[src/eia_pkg.sv]
`timescale 1ns / 1ps
package eia_pkg;
  localparam int unsigned IdBits = 10;
  localparam int unsigned Capacity = 1024;
  localparam int unsigned CntBits = 11;
  localparam int unsigned RecBits = 16;
  localparam int unsigned KindBits = 3;
  localparam int unsigned StatBits = 3;

  typedef enum logic [KindBits-1:0] {
    K_ALLOC = 3'd0, K_ALLOC_AT = 3'd1, K_RELEASE = 3'd2, K_BIND = 3'd3, K_READ = 3'd4,
    K_NONE = 3'd7
  } kind_e;

  typedef enum logic [StatBits-1:0] {
    ST_OK = 3'd0, ST_FULL = 3'd1, ST_RANGE = 3'd2, ST_IGNORED = 3'd3, ST_NOTFOUND = 3'd4
  } status_e;

  typedef enum logic [3:0] {
    S_IDLE, S_DECODE, S_POP_RD, S_POP_WAIT, S_SCAN_RD, S_SCAN_CHK, S_SHIFT_RD,
    S_SHIFT_WR, S_CLAIM, S_REC_RD, S_REC_WAIT, S_DONE, S_CLEAR
  } state_e;

  typedef struct packed {
    logic latch;
    logic pop_rd;
    logic pop_take;
    logic fresh_take;
    logic scan_rd;
    logic scan_next;
    logic shift_rd;
    logic shift_wr;
    logic claim;
    logic release_do;
    logic bind_do;
    logic rec_rd;
    logic rec_take;
    logic set_full;
    logic set_ignored;
    logic out_load;
    logic clear;
  } cmd_t;

  typedef struct packed {
    kind_e kind;
    logic  stack_empty;
    logic  hw_full;
    logic  scan_end;
    logic  scan_hit;
    logic  shift_end;
    logic  is_live;
    logic  clear_end;
  } stat_t;
endpackage

[src/eia_ctrl.sv]
`timescale 1ns / 1ps
module eia_ctrl (
  input  logic            clk_i,
  input  logic            rst_ni,
  input  logic            in_valid_i,
  output logic            in_ready_o,
  input  logic            out_valid_i,
  input  eia_pkg::stat_t  stat_i,
  output eia_pkg::cmd_t   cmd_o
);
  eia_pkg::state_e state_q, state_d;

  always_ff @(posedge clk_i or negedge rst_ni) begin
    if (!rst_ni) begin
      state_q <= eia_pkg::S_CLEAR;
    end else begin
      state_q <= state_d;
    end
  end

  always_comb begin
    state_d = state_q;
    unique case (state_q)
      eia_pkg::S_CLEAR: if (stat_i.clear_end) state_d = eia_pkg::S_IDLE;
      eia_pkg::S_IDLE: if (in_valid_i && !out_valid_i) state_d = eia_pkg::S_DECODE;
      eia_pkg::S_DECODE: begin
        priority case (stat_i.kind)
          eia_pkg::K_ALLOC: begin
            if (!stat_i.stack_empty) state_d = eia_pkg::S_POP_RD;
            else state_d = eia_pkg::S_DONE;
          end
          eia_pkg::K_ALLOC_AT: state_d = eia_pkg::S_SCAN_RD;
          eia_pkg::K_READ: state_d = eia_pkg::S_REC_RD;
          default: state_d = eia_pkg::S_DONE;
        endcase
      end
      eia_pkg::S_POP_RD: state_d = eia_pkg::S_POP_WAIT;
      eia_pkg::S_POP_WAIT: state_d = eia_pkg::S_DONE;
      eia_pkg::S_SCAN_RD: begin
        if (stat_i.scan_end) state_d = eia_pkg::S_CLAIM;
        else state_d = eia_pkg::S_SCAN_CHK;
      end
      eia_pkg::S_SCAN_CHK: begin
        if (stat_i.scan_hit) state_d = eia_pkg::S_SHIFT_RD;
        else state_d = eia_pkg::S_SCAN_RD;
      end
      eia_pkg::S_SHIFT_RD: begin
        if (stat_i.shift_end) state_d = eia_pkg::S_CLAIM;
        else state_d = eia_pkg::S_SHIFT_WR;
      end
      eia_pkg::S_SHIFT_WR: state_d = eia_pkg::S_SHIFT_RD;
      eia_pkg::S_CLAIM: state_d = eia_pkg::S_DONE;
      eia_pkg::S_REC_RD: state_d = eia_pkg::S_REC_WAIT;
      eia_pkg::S_REC_WAIT: state_d = eia_pkg::S_DONE;
      eia_pkg::S_DONE: state_d = eia_pkg::S_IDLE;
      default: state_d = eia_pkg::S_IDLE;
    endcase
  end

  always_comb begin
    cmd_o = '0;
    in_ready_o = (state_q == eia_pkg::S_IDLE) && !out_valid_i;
    unique case (state_q)
      eia_pkg::S_CLEAR: cmd_o.clear = 1'b1;
      eia_pkg::S_IDLE: cmd_o.latch = in_valid_i && !out_valid_i;
      eia_pkg::S_DECODE: begin
        if (stat_i.kind == eia_pkg::K_ALLOC) begin
          if (stat_i.stack_empty && !stat_i.hw_full) cmd_o.fresh_take = 1'b1;
          if (stat_i.stack_empty && stat_i.hw_full) cmd_o.set_full = 1'b1;
        end
        if (stat_i.kind == eia_pkg::K_RELEASE) begin
          if (stat_i.is_live) cmd_o.release_do = 1'b1;
          else cmd_o.set_ignored = 1'b1;
        end
        if (stat_i.kind == eia_pkg::K_BIND) cmd_o.bind_do = 1'b1;
      end
      eia_pkg::S_POP_RD: cmd_o.pop_rd = 1'b1;
      eia_pkg::S_POP_WAIT: cmd_o.pop_take = 1'b1;
      eia_pkg::S_SCAN_RD: cmd_o.scan_rd = 1'b1;
      eia_pkg::S_SCAN_CHK: cmd_o.scan_next = 1'b1;
      eia_pkg::S_SHIFT_RD: cmd_o.shift_rd = 1'b1;
      eia_pkg::S_SHIFT_WR: cmd_o.shift_wr = 1'b1;
      eia_pkg::S_CLAIM: cmd_o.claim = 1'b1;
      eia_pkg::S_REC_RD: cmd_o.rec_rd = 1'b1;
      eia_pkg::S_REC_WAIT: cmd_o.rec_take = 1'b1;
      eia_pkg::S_DONE: cmd_o.out_load = 1'b1;
      default: ;
    endcase
  end

  a_load_only_done: assert property (@(posedge clk_i) disable iff (!rst_ni)
    cmd_o.out_load |-> !out_valid_i) else $error("result overwrite");
  a_latch_idle: assert property (@(posedge clk_i) disable iff (!rst_ni)
    cmd_o.latch |=> state_q == eia_pkg::S_DECODE) else $error("latch lost");
  a_done_idle: assert property (@(posedge clk_i) disable iff (!rst_ni)
    state_q == eia_pkg::S_DONE |=> state_q == eia_pkg::S_IDLE) else $error("done stuck");
endmodule

[config.mk]
export PLATFORM = sky130hd
export DESIGN_NAME = eia_ctrl
export DESIGN_NICKNAME = d
export VERILOG_FILES = /design/src/eia_pkg.sv /design/src/eia_ctrl.sv
export SDC_FILE = /design/constraint.sdc
export NUM_CORES = 1
export LEC_CHECK = 0
export BUFFER_PORTS_ARGS = -buffer_cell sky130_fd_sc_hd__buf_2
export CORE_AREA = 2 2 39 41
export DETAILED_ROUTE_END_ITERATION = 10
export DIE_AREA = 0 0 41 43
export GPL_TIMING_DRIVEN = 0
export PLACE_DENSITY = 0.77
export SLEW_MARGIN = 20
export SYNTH_ARGS = -nofsm -noshare
export SYNTH_HDL_FRONTEND = slang
export SYNTH_SLANG_ARGS = --single-unit
[constraint.sdc]
create_clock -name clk_i -period 1.9 [get_ports clk_i]
set_clock_uncertainty 0.15 [all_clocks]
set_input_delay 0.38 -clock clk_i [delete_from_list [all_inputs] [get_ports clk_i]]
set_output_delay 0.38 -clock clk_i [all_outputs]
set_load 0.03 [all_outputs]
== Word-level counts from Yosys, hierarchy flattened ==
Cells that the tools add are included.

* Output and inout port bits: 18
* Register bits: 4
* Word-level logic and storage cells: 61
* Bits of input ports: 14

* Reductions and logical operators: 10
* Muxes and demuxes: 32
* Equality and inequality tests: 18

{| class="wikitable"
|+ Operator list
! cell !! count
|-
| $pmux W4 S10 || 1
|-
| $mux W1 || 22
|-
| $eq A4 B4 Y1 const B || 5
|-
| $mux W4 || 5
|-
| $eq A4 B3 Y1 const B || 4
|-
| $pmux W4 S3 || 1
|-
| $eq A4 B2 Y1 const B || 2
|-
| $eq A3 B2 Y1 const B || 2
|-
| $mux W2 || 3
|-
| $eq A4 B1 Y1 const B || 1
|-
| $logic_and A1 B1 Y1 || 4
|-
| $logic_not A4 Y1 || 1
|-
| $eq A3 B1 Y1 const B || 1
|-
| $eq A3 B3 Y1 const B || 1
|-
| $logic_not A3 Y1 || 1
|-
| $reduce_or A3 Y1 || 1
|-
| $logic_not A1 Y1 || 2
|-
| $ne A2 B1 Y1 const B || 1
|-
| $ne A2 B2 Y1 const B || 1
|-
| $reduce_and A2 Y1 || 1
|}

== Logic depth before layout (Yosys ltp) ==
Gate-level depths: netlist (run 1).

* Word-level depth: 5
* Mapped depth: 5
* Gate-level depth less buffers: 4

== Worst setup path after synthesis (run 1) ==
OpenSTA, ideal clock, no wires.

* Kind: register to output
* Start: register state_q[1]
* End: output port cmd_o[2] in the netlist's numbering
* Cell stages (with the launch flop): 5
* Data required time: 1370 ps
* Slack: -290 ps
* Data arrival time: 1660 ps
* Cell sequence: dfrtp_1 > nor4b_4 > and2b_1 > nand2_1 > nor3_1

{| class="wikitable"
|+ RTL lines
! item !! line !! RTL
|-
| start, declared || eia_ctrl.sv:11 || <nowiki>eia_pkg::state_e state_q, state_d;</nowiki>
|-
| start signal, assigned || eia_ctrl.sv:15 || <nowiki>state_q <= eia_pkg::S_CLEAR;</nowiki>
|-
| start signal, assigned || eia_ctrl.sv:17 || <nowiki>state_q <= state_d;</nowiki>
|-
| end, declared || eia_ctrl.sv:9 || <nowiki>output eia_pkg::cmd_t cmd_o</nowiki>
|}

==> results of run 1 <==
-- area by class of cell --
class	count	area, µm²
Multi-Input combinational cell	62	500
Timing Repair Buffer	48	387
Fill cell	89	278
Sequential cell	4	104
Buffer	4	52.6
Clock buffer	4	26.3
Tap cell	16	20.0
Inverter	3	16.3
-- cell usage in the layout, fill, tap and decap left out, types with 2 or more instances in the layout --
cell type,count
nor3_2,4
nand2_2,2
nor2_2,2
nand2_4,2
a21oi_1,3
inv_1,2
nor2b_1,4
nand3_1,6
buf_2,13
nor2_1,6
nor3_4,2
dfstp_2,2
nor2_4,3
nand2b_1,2
o21ai_0,2
buf_6,17
nor3b_4,2
buf_8,2
nand2b_4,2
nand2_1,3
xnor2_1,2
buf_4,19
clkbuf_4,3
-- through the flow --
| step | power, W | hold slack (ns) | worst slack [ns] |
|---|---|---|---|
| finish | 0.00157 | 0.277 | -0.285 |
| global route | 0.00165 | 0.301 | -0.330 |
| CTS | 0.00131 | 0.272 | -0.286 |
| detailed placement | 0.000932 | 0.0364 | -0.116 |
| global placement | 0.000912 | 0.0352 | -0.101 |
| floorplan | 0.000763 | -0.0656 | -0.0424 |
-- logic make-up after synthesis --
kind of cell    count (synthesis)  share of synthesized area (%)
simple gates                   48                           53.5
compound gates                 11                           14.3
buf+inv                         7                           7.02
flops                           4                           19.9
xor+xnor                        2                           3.39
mux                             1                           1.94
-- timing repair --
item | in CTS | in global routing
endpoints found under the setup margin | 16 | 18
hold buffers | 1 | 0
buffers inserted | 10 | 7
gates resized for setup | 37 | 29
hold endpoints to repair | 4 | 0
pin swaps | 8 | 6
-- metal layers --
metal,GRT usage [%],vias to the layer above,part of all wire [%]
met2,40.6,38,51
met4,11.3,0,4.3
met1,25.4,348,39
met3,5.76,12,5.8
li1,-,357,-
met5,0,-,0
-- worst max-delay path, delay by kind of cell, from the launching register on --
family                 cells  cell delay (ns)
buffers and inverters      2             0.27
flip-flops                 1             0.38
AND/OR/NAND/NOR            2             0.77
-- cells in the mapped netlist, types with 2 or more instances --
library cell / number / share of area (%)
a21oi_1: 3 / 2.9
buf_2: 2 / 1.9
dfrtp_1: 2 / 9.7
dfstp_2: 2 / 10
inv_1: 3 / 2.2
nand2_1: 7 / 5.1
nand2b_1: 4 / 4.8
nand3_1: 7 / 6.8
nor2_1: 11 / 8.0
nor2b_1: 4 / 4.8
nor3_1: 6 / 5.8
nor3b_2: 2 / 4.8
o21ai_0: 2 / 1.9
xnor2_1: 2 / 3.4
-- power groups by stage --
stage | registers (W) | logic, W | clock network, W
final | 0.000190 | 0.00127 | 0.000120
after global routing | 0.000190 | 0.00133 | 0.000130
after CTS | 0.000184 | 0.000999 | 0.000122
after detailed placement | 0.000187 | 0.000745 | 0
after global placement | 0.000183 | 0.000728 | 0
after floorplan | 0.000175 | 0.000588 | 0
-- worst max path at each step --
stage | start | end | slack [ns] | cells past startpoint
floorplan | state_q[1] | cmd_o[2] | -0.04 | 4
global placement | state_q[1] | cmd_o[7] | -0.10 | 5
detailed placement | state_q[1] | cmd_o[7] | -0.12 | 5
CTS | state_q[0] | cmd_o[16] | -0.29 | 4
global route | state_q[0] | cmd_o[16] | -0.33 | 4
finish | state_q[0] | cmd_o[16] | -0.29 | 4
==> summary.md, run 1 <==
| Metric | Value |
|---|---|
| Initial antenna violation count | `0` |
| Sink Count | `4` |
| DRT iter0 DRCs | `17` |
| First-pass GRT wire length | `2880 µm` |
| Max Cap Viol | `0` |
| Starting Density | `37.3%` |
| Largest net degree at the start of global routing | `11` |
| Slew Limit Fails | `0` |
| Max Clk Rate | `458 MHz` |
| Root Buffer Master | `clkbuf_4` |
| Reg2reg end | `state_q[0]` |
| Hold endpoint | `state_q[3]` |
| Synth Net Count | `87` |
| Vias in the first global route | `roughly 710` |
| Placed cell count | `120` |
| Diodes inserted | `0` |
| DRT Pass-1 Iters | `4` |
| Reg power frac | `12.0%` |
| RSZ-0062 raised after global routing | `true` |
| Nets@finish | `140` |
| Reg2reg start | `state_q[0]` |
| Total GRT Usage | `23.8%` |
| Post-synth ARST share | `100%` |
| Largest regs | `state_q: 4 flops` |
| Average wire per standard cell | `16.2 µm` |
| Comb power frac | `between 80 and 90%` |
| Worst-path clk slew | `0.05 ns` |
| Hpwl dp | `1090 µm` |
| Critical Path AT | `1.66 ns` |
| CP Cell Sequence | `buf_6 > or4_4 > nor3b_4 > buf_6` |
| CTS tree | `done` |
| Vias per cell | `5.35` |
| Post-synth EDFFs | `0` |
| Die ar. | `1760 µm²` |
| Post-route insts no fill | `141` |
| IO Count | `32` |
| Pint | `0.000790 W` |
| Most flop-heavy register | `state_q` |
| Layout cells sized above 1 | `64.8%` |
| Crit-path slowest cell | `or4_4` |
| Critical Path Max Stage Delay | `0.55 ns` |
| Worst reg-to-reg path cell count | `5` |
| Worst setup margin | `-0.285 ns` |
| RD Place Congestion | `0.849` |
| Die Y | `43 µm` |
| Endpoint type of the worst setup path | `output port` |
| Area grow syn2layout | `114%` |
| Net Switching | `0.000785 W` |
| Worst Max-Slew Pin Slew | `roughly 0.35 ns` |
| Remaining global-route overflow | `0` |
| Final setup viols | `16` |
| Std-Cell Core Area | `roughly 1400 µm²` |
| Synth Instances | `73` |
| Sequential area share after synthesis | `approximately a fifth` |
| Minimum clock period after layout | `2.19 ns` |
| Register bit total from synthesis | `4` |
| CP required | `1.37 ns` |
| Post-route antenna net violation count | `0` |
| Final design utilization | `between 70 and 80%` |
| Bufs on Longest Clock Path | `2` |
| Area post-placement | `between 700 and 800 µm²` |
| Pwr dens | `1420 nW/µm²` |
| I/O Buffers | `31` |
| Max reg flops | `4` |
| Synth Area per Inst | `7.08 µm²` |
| Cell area after synthesis | `517 µm²` |
| Max transition margin | `between 70% and 80%` |
| Finished Cell Area | `1110 µm²` |
| Critical Path Source Type | `register` |
| Cell row count | `14` |
| Distinct cell type count after synthesis | `30` |
| Violated checks | `setup timing` |
| Final cycle utilization of the critical path | `115%` |
| Top FF cell, synth | `dfstp_2` |
| CTS HTree Levels | `1` |
| Clock Latency Late Sink | `0.24 ns` |
| CP max FO | `3` |
| Drt total wl | `2280 µm` |
| CP most frequent cell | `buf_6` |
| Switching Share | `49.8%` |
| Worst hold start | `stat_i[4]` |
| Clock share of power | `7.6%` |
| Standby leakage power | `~0.51 nW` |
| Worst VDD drop | `0.000728 V` |
| Reg2reg setup slack | `0.22 ns` |
| Num CTS Buffers | `3` |
| Critical path class | `reg2out` |
| Via count | `around 760` |
| Die X | `~41 µm` |
| Outcome | `complete, but fails checks` |
| Sum Neg Setup Slack | `-1.65 ns` |
| Hold Vio Cnt, Final | `0` |
| Hold Crit Class | `in2reg` |
| DRC viols | `0` |
| Hold Crit Depth | `3` |
| Ys Warns | `0` |
No activity file was read; power rests on OpenSTA's default activity.
==> run 2: changes to the inputs <==
GPL_TIMING_DRIVEN = 1   (was 0)
PLACE_DENSITY = not set   (was 0.77)
PLACE_DENSITY_LB_ADDON = 0.08   (was not set)
TNS_END_PERCENT = 20   (was not set)
==> run 2 against run 1 <==
The run still ends with setup timing left. Largest power group unchanged. Clock power down 4%. First-iteration DRC count shrank 65%. Non-clock buffer count fell by 10. Sequential share of layout area increased by 2.3 points. Fmax is 6.1% higher. Critical endpoint unchanged. Via count is 9.7% lower. Combinational power fell by 27%. Worst setup slack improved by 0.13 ns. Critical path depth shrank 1. Critical path type unchanged.
==> summary.md, run 2 (synthesis results as in run 1) <==
| Metric | Value |
|---|---|
| Die Y | `around 43 µm` |
| Std-Cell Core Area | `between 1000 and 1500 µm²` |
| Tot Pwr | `0.00123 W` |
| Slew Limit Fails | `0` |
| CTS tree | `done` |
| Root Buffer Master | `clkbuf_4` |
| Total GRT Usage | `19.8%` |
| Max reg flops | `4` |
| Critical Path Source Type | `register` |
| Max transition margin | `between 70% and 80%` |
| Placed cell count | `around 120` |
| RD Place Congestion | `0.888` |
| Worst setup margin | `-0.159 ns` |
| Nets@finish | `130` |
| I/O Buffers | `31` |
| Met3 GRT Util | `3.14%` |
| DRC viols | `0` |
| Vias per cell | `roughly 5.2` |
| RSZ-0062 raised after global routing | `true` |
| Post-route insts no fill | `approximately 130` |
| DRT Pass-1 Iters | `4` |
| Worst VDD drop | `0.000516 V` |
| Area post-placement | `around 740 µm²` |
| First-pass GRT wire length | `2420 µm` |
| Bufs on Longest Clock Path | `2` |
| Outcome | `complete, but fails checks` |
| Num CTS Buffers | `3` |
| Worst Max-Slew Pin Slew | `0.323 ns` |
| Hold Crit Class | `in2reg` |
| Layout cells sized above 1 | `53.0%` |
| Final cycle utilization of the critical path | `108%` |
| GR peak layer | `met2` |
| Die ar. | `1760 µm²` |
| Starting Density | `37.3%` |
| Post-route antenna net violation count | `0` |
| Vias in the first global route | `636` |
| Hold Vio Cnt, Final | `0` |
| Minimum clock period after layout | `2.06 ns` |
| Clock Latency Late Sink | `0.24 ns` |
| Most flop-heavy register | `state_q` |
| CTS HTree Levels | `1` |
| Diodes inserted | `0` |
| Critical Path AT | `1.53 ns` |
| Worst-path clk slew | `0.04 ns` |
| Pwr dens | `1400 nW/µm²` |
| IO Count | `32` |
| Largest net degree at the start of global routing | `13` |
| CP max FO | `3` |
| Max Cap Viol | `0` |
| Fin Hold WS | `just under 0.3 ns` |
| Average wire per standard cell | `11.2 µm` |
| Met1 GRT Util | `21.2%` |
| Met2 Usage GRT | `between 30% and 40%` |
| Standby leakage power | `roughly 0.42 nW` |
| Die X | `41 µm` |
| Max Clk Rate | `486 MHz` |
| Via count | `between 600 and 700` |
| Finished Cell Area | `877 µm²` |
| CP required | `around 1.4 ns` |
| Hpwl dp | `1160 µm` |
| Endpoint type of the worst setup path | `output port` |
| Remaining global-route overflow | `0` |
| Critical path class | `reg2out` |
| Cell row count | `14` |
| Largest regs | `state_q: 4 flops` |
| Drt total wl | `roughly 1500 µm` |
| Area grow syn2layout | `69.7%` |
| Violated checks | `setup timing` |
| Initial antenna violation count | `0` |
| Final setup viols | `12` |
| DRT iter0 DRCs | `6` |
| Commonest non-fill, non-tap cell in the layout | `buf_4` |
| Most frequent cells in the layout | `19 x buf_4, 17 x buf_2, 11 x nor2_1` |
| Sink Count | `4` |
-- run 2: cell types whose count changed in the layout (fill, tap and decap cells not counted), sizes merged --
cell,delta
buf,-10
-- run 2: worst paths after layout --
| kind | from | endpoint | slack, ns | cells after the start |
|---|---|---|---|---|
| worst max-delay path | state_q[0] | cmd_o[16] | -0.16 | 3 |
| worst min-delay path | stat_i[4] | state_q[3] | 0.29 | 3 |
| worst max register to register | state_q[0] | state_q[0] | 0.32 | 4 |
| worst min register to register | state_q[2] | state_q[2] | 0.53 | 3 |
| max in group asynchronous | rst_ni | state_q[2] | 1.07 | 2 |
| min in group asynchronous | rst_ni | state_q[1] | 0.32 | 2 |
-- run 2: routing by layer --
metal | vias up | part of all wire [%]
met5 | - | 0
met3 | 2 | 5.3
li1 | 339 | -
met1 | 312 | 38
met2 | 29 | 55
met4 | 0 | 0.96
-- run 2: what timing repair did --
item                                   CTS  global route
setup buffers                            2             0
setup endpoints to repair               14            18
pin swaps                                6             1
endpoints found under the hold margin    4             0
hold buffers                             1             0
gates resized for setup                 20             7
-- run 2: power by group --
| group | internal (W) | switching, W | total (W) |
|---|---|---|---|
| registers | 0.000136 | 0.0000445 | 0.000180 |
| logic | 0.000408 | 0.000522 | 0.000930 |
| clock network | 0.0000789 | 0.0000363 | 0.000115 |
-- run 2: area by class of cell --
cell class	count	area, µm²
well taps	16	20.0
inverters	3	11.3
fillers	149	507
multi-input cells	62	423
repair buffers	42	294
flip-flops and latches	4	103
clock buffers	4	26.3
-- run 2: per-stage QoR --
step	setup slack (ns)	TNS, ns	utilization, %
after floorplan	-0.140	-0.563	-
after global placement	0.00812	0	53.3
after detailed placement	-0.00767	-0.00767	53.3
after CTS	-0.175	-0.853	61.2
after global routing	-0.232	-1.79	63.4
final	-0.159	-0.689	63.4
-- run 2: critical path: stages, from the launching register on --
cell and delay, ns:
dfrtp_1 0.38, or4_4 0.56, nor3b_2 0.17, buf_4 0.18
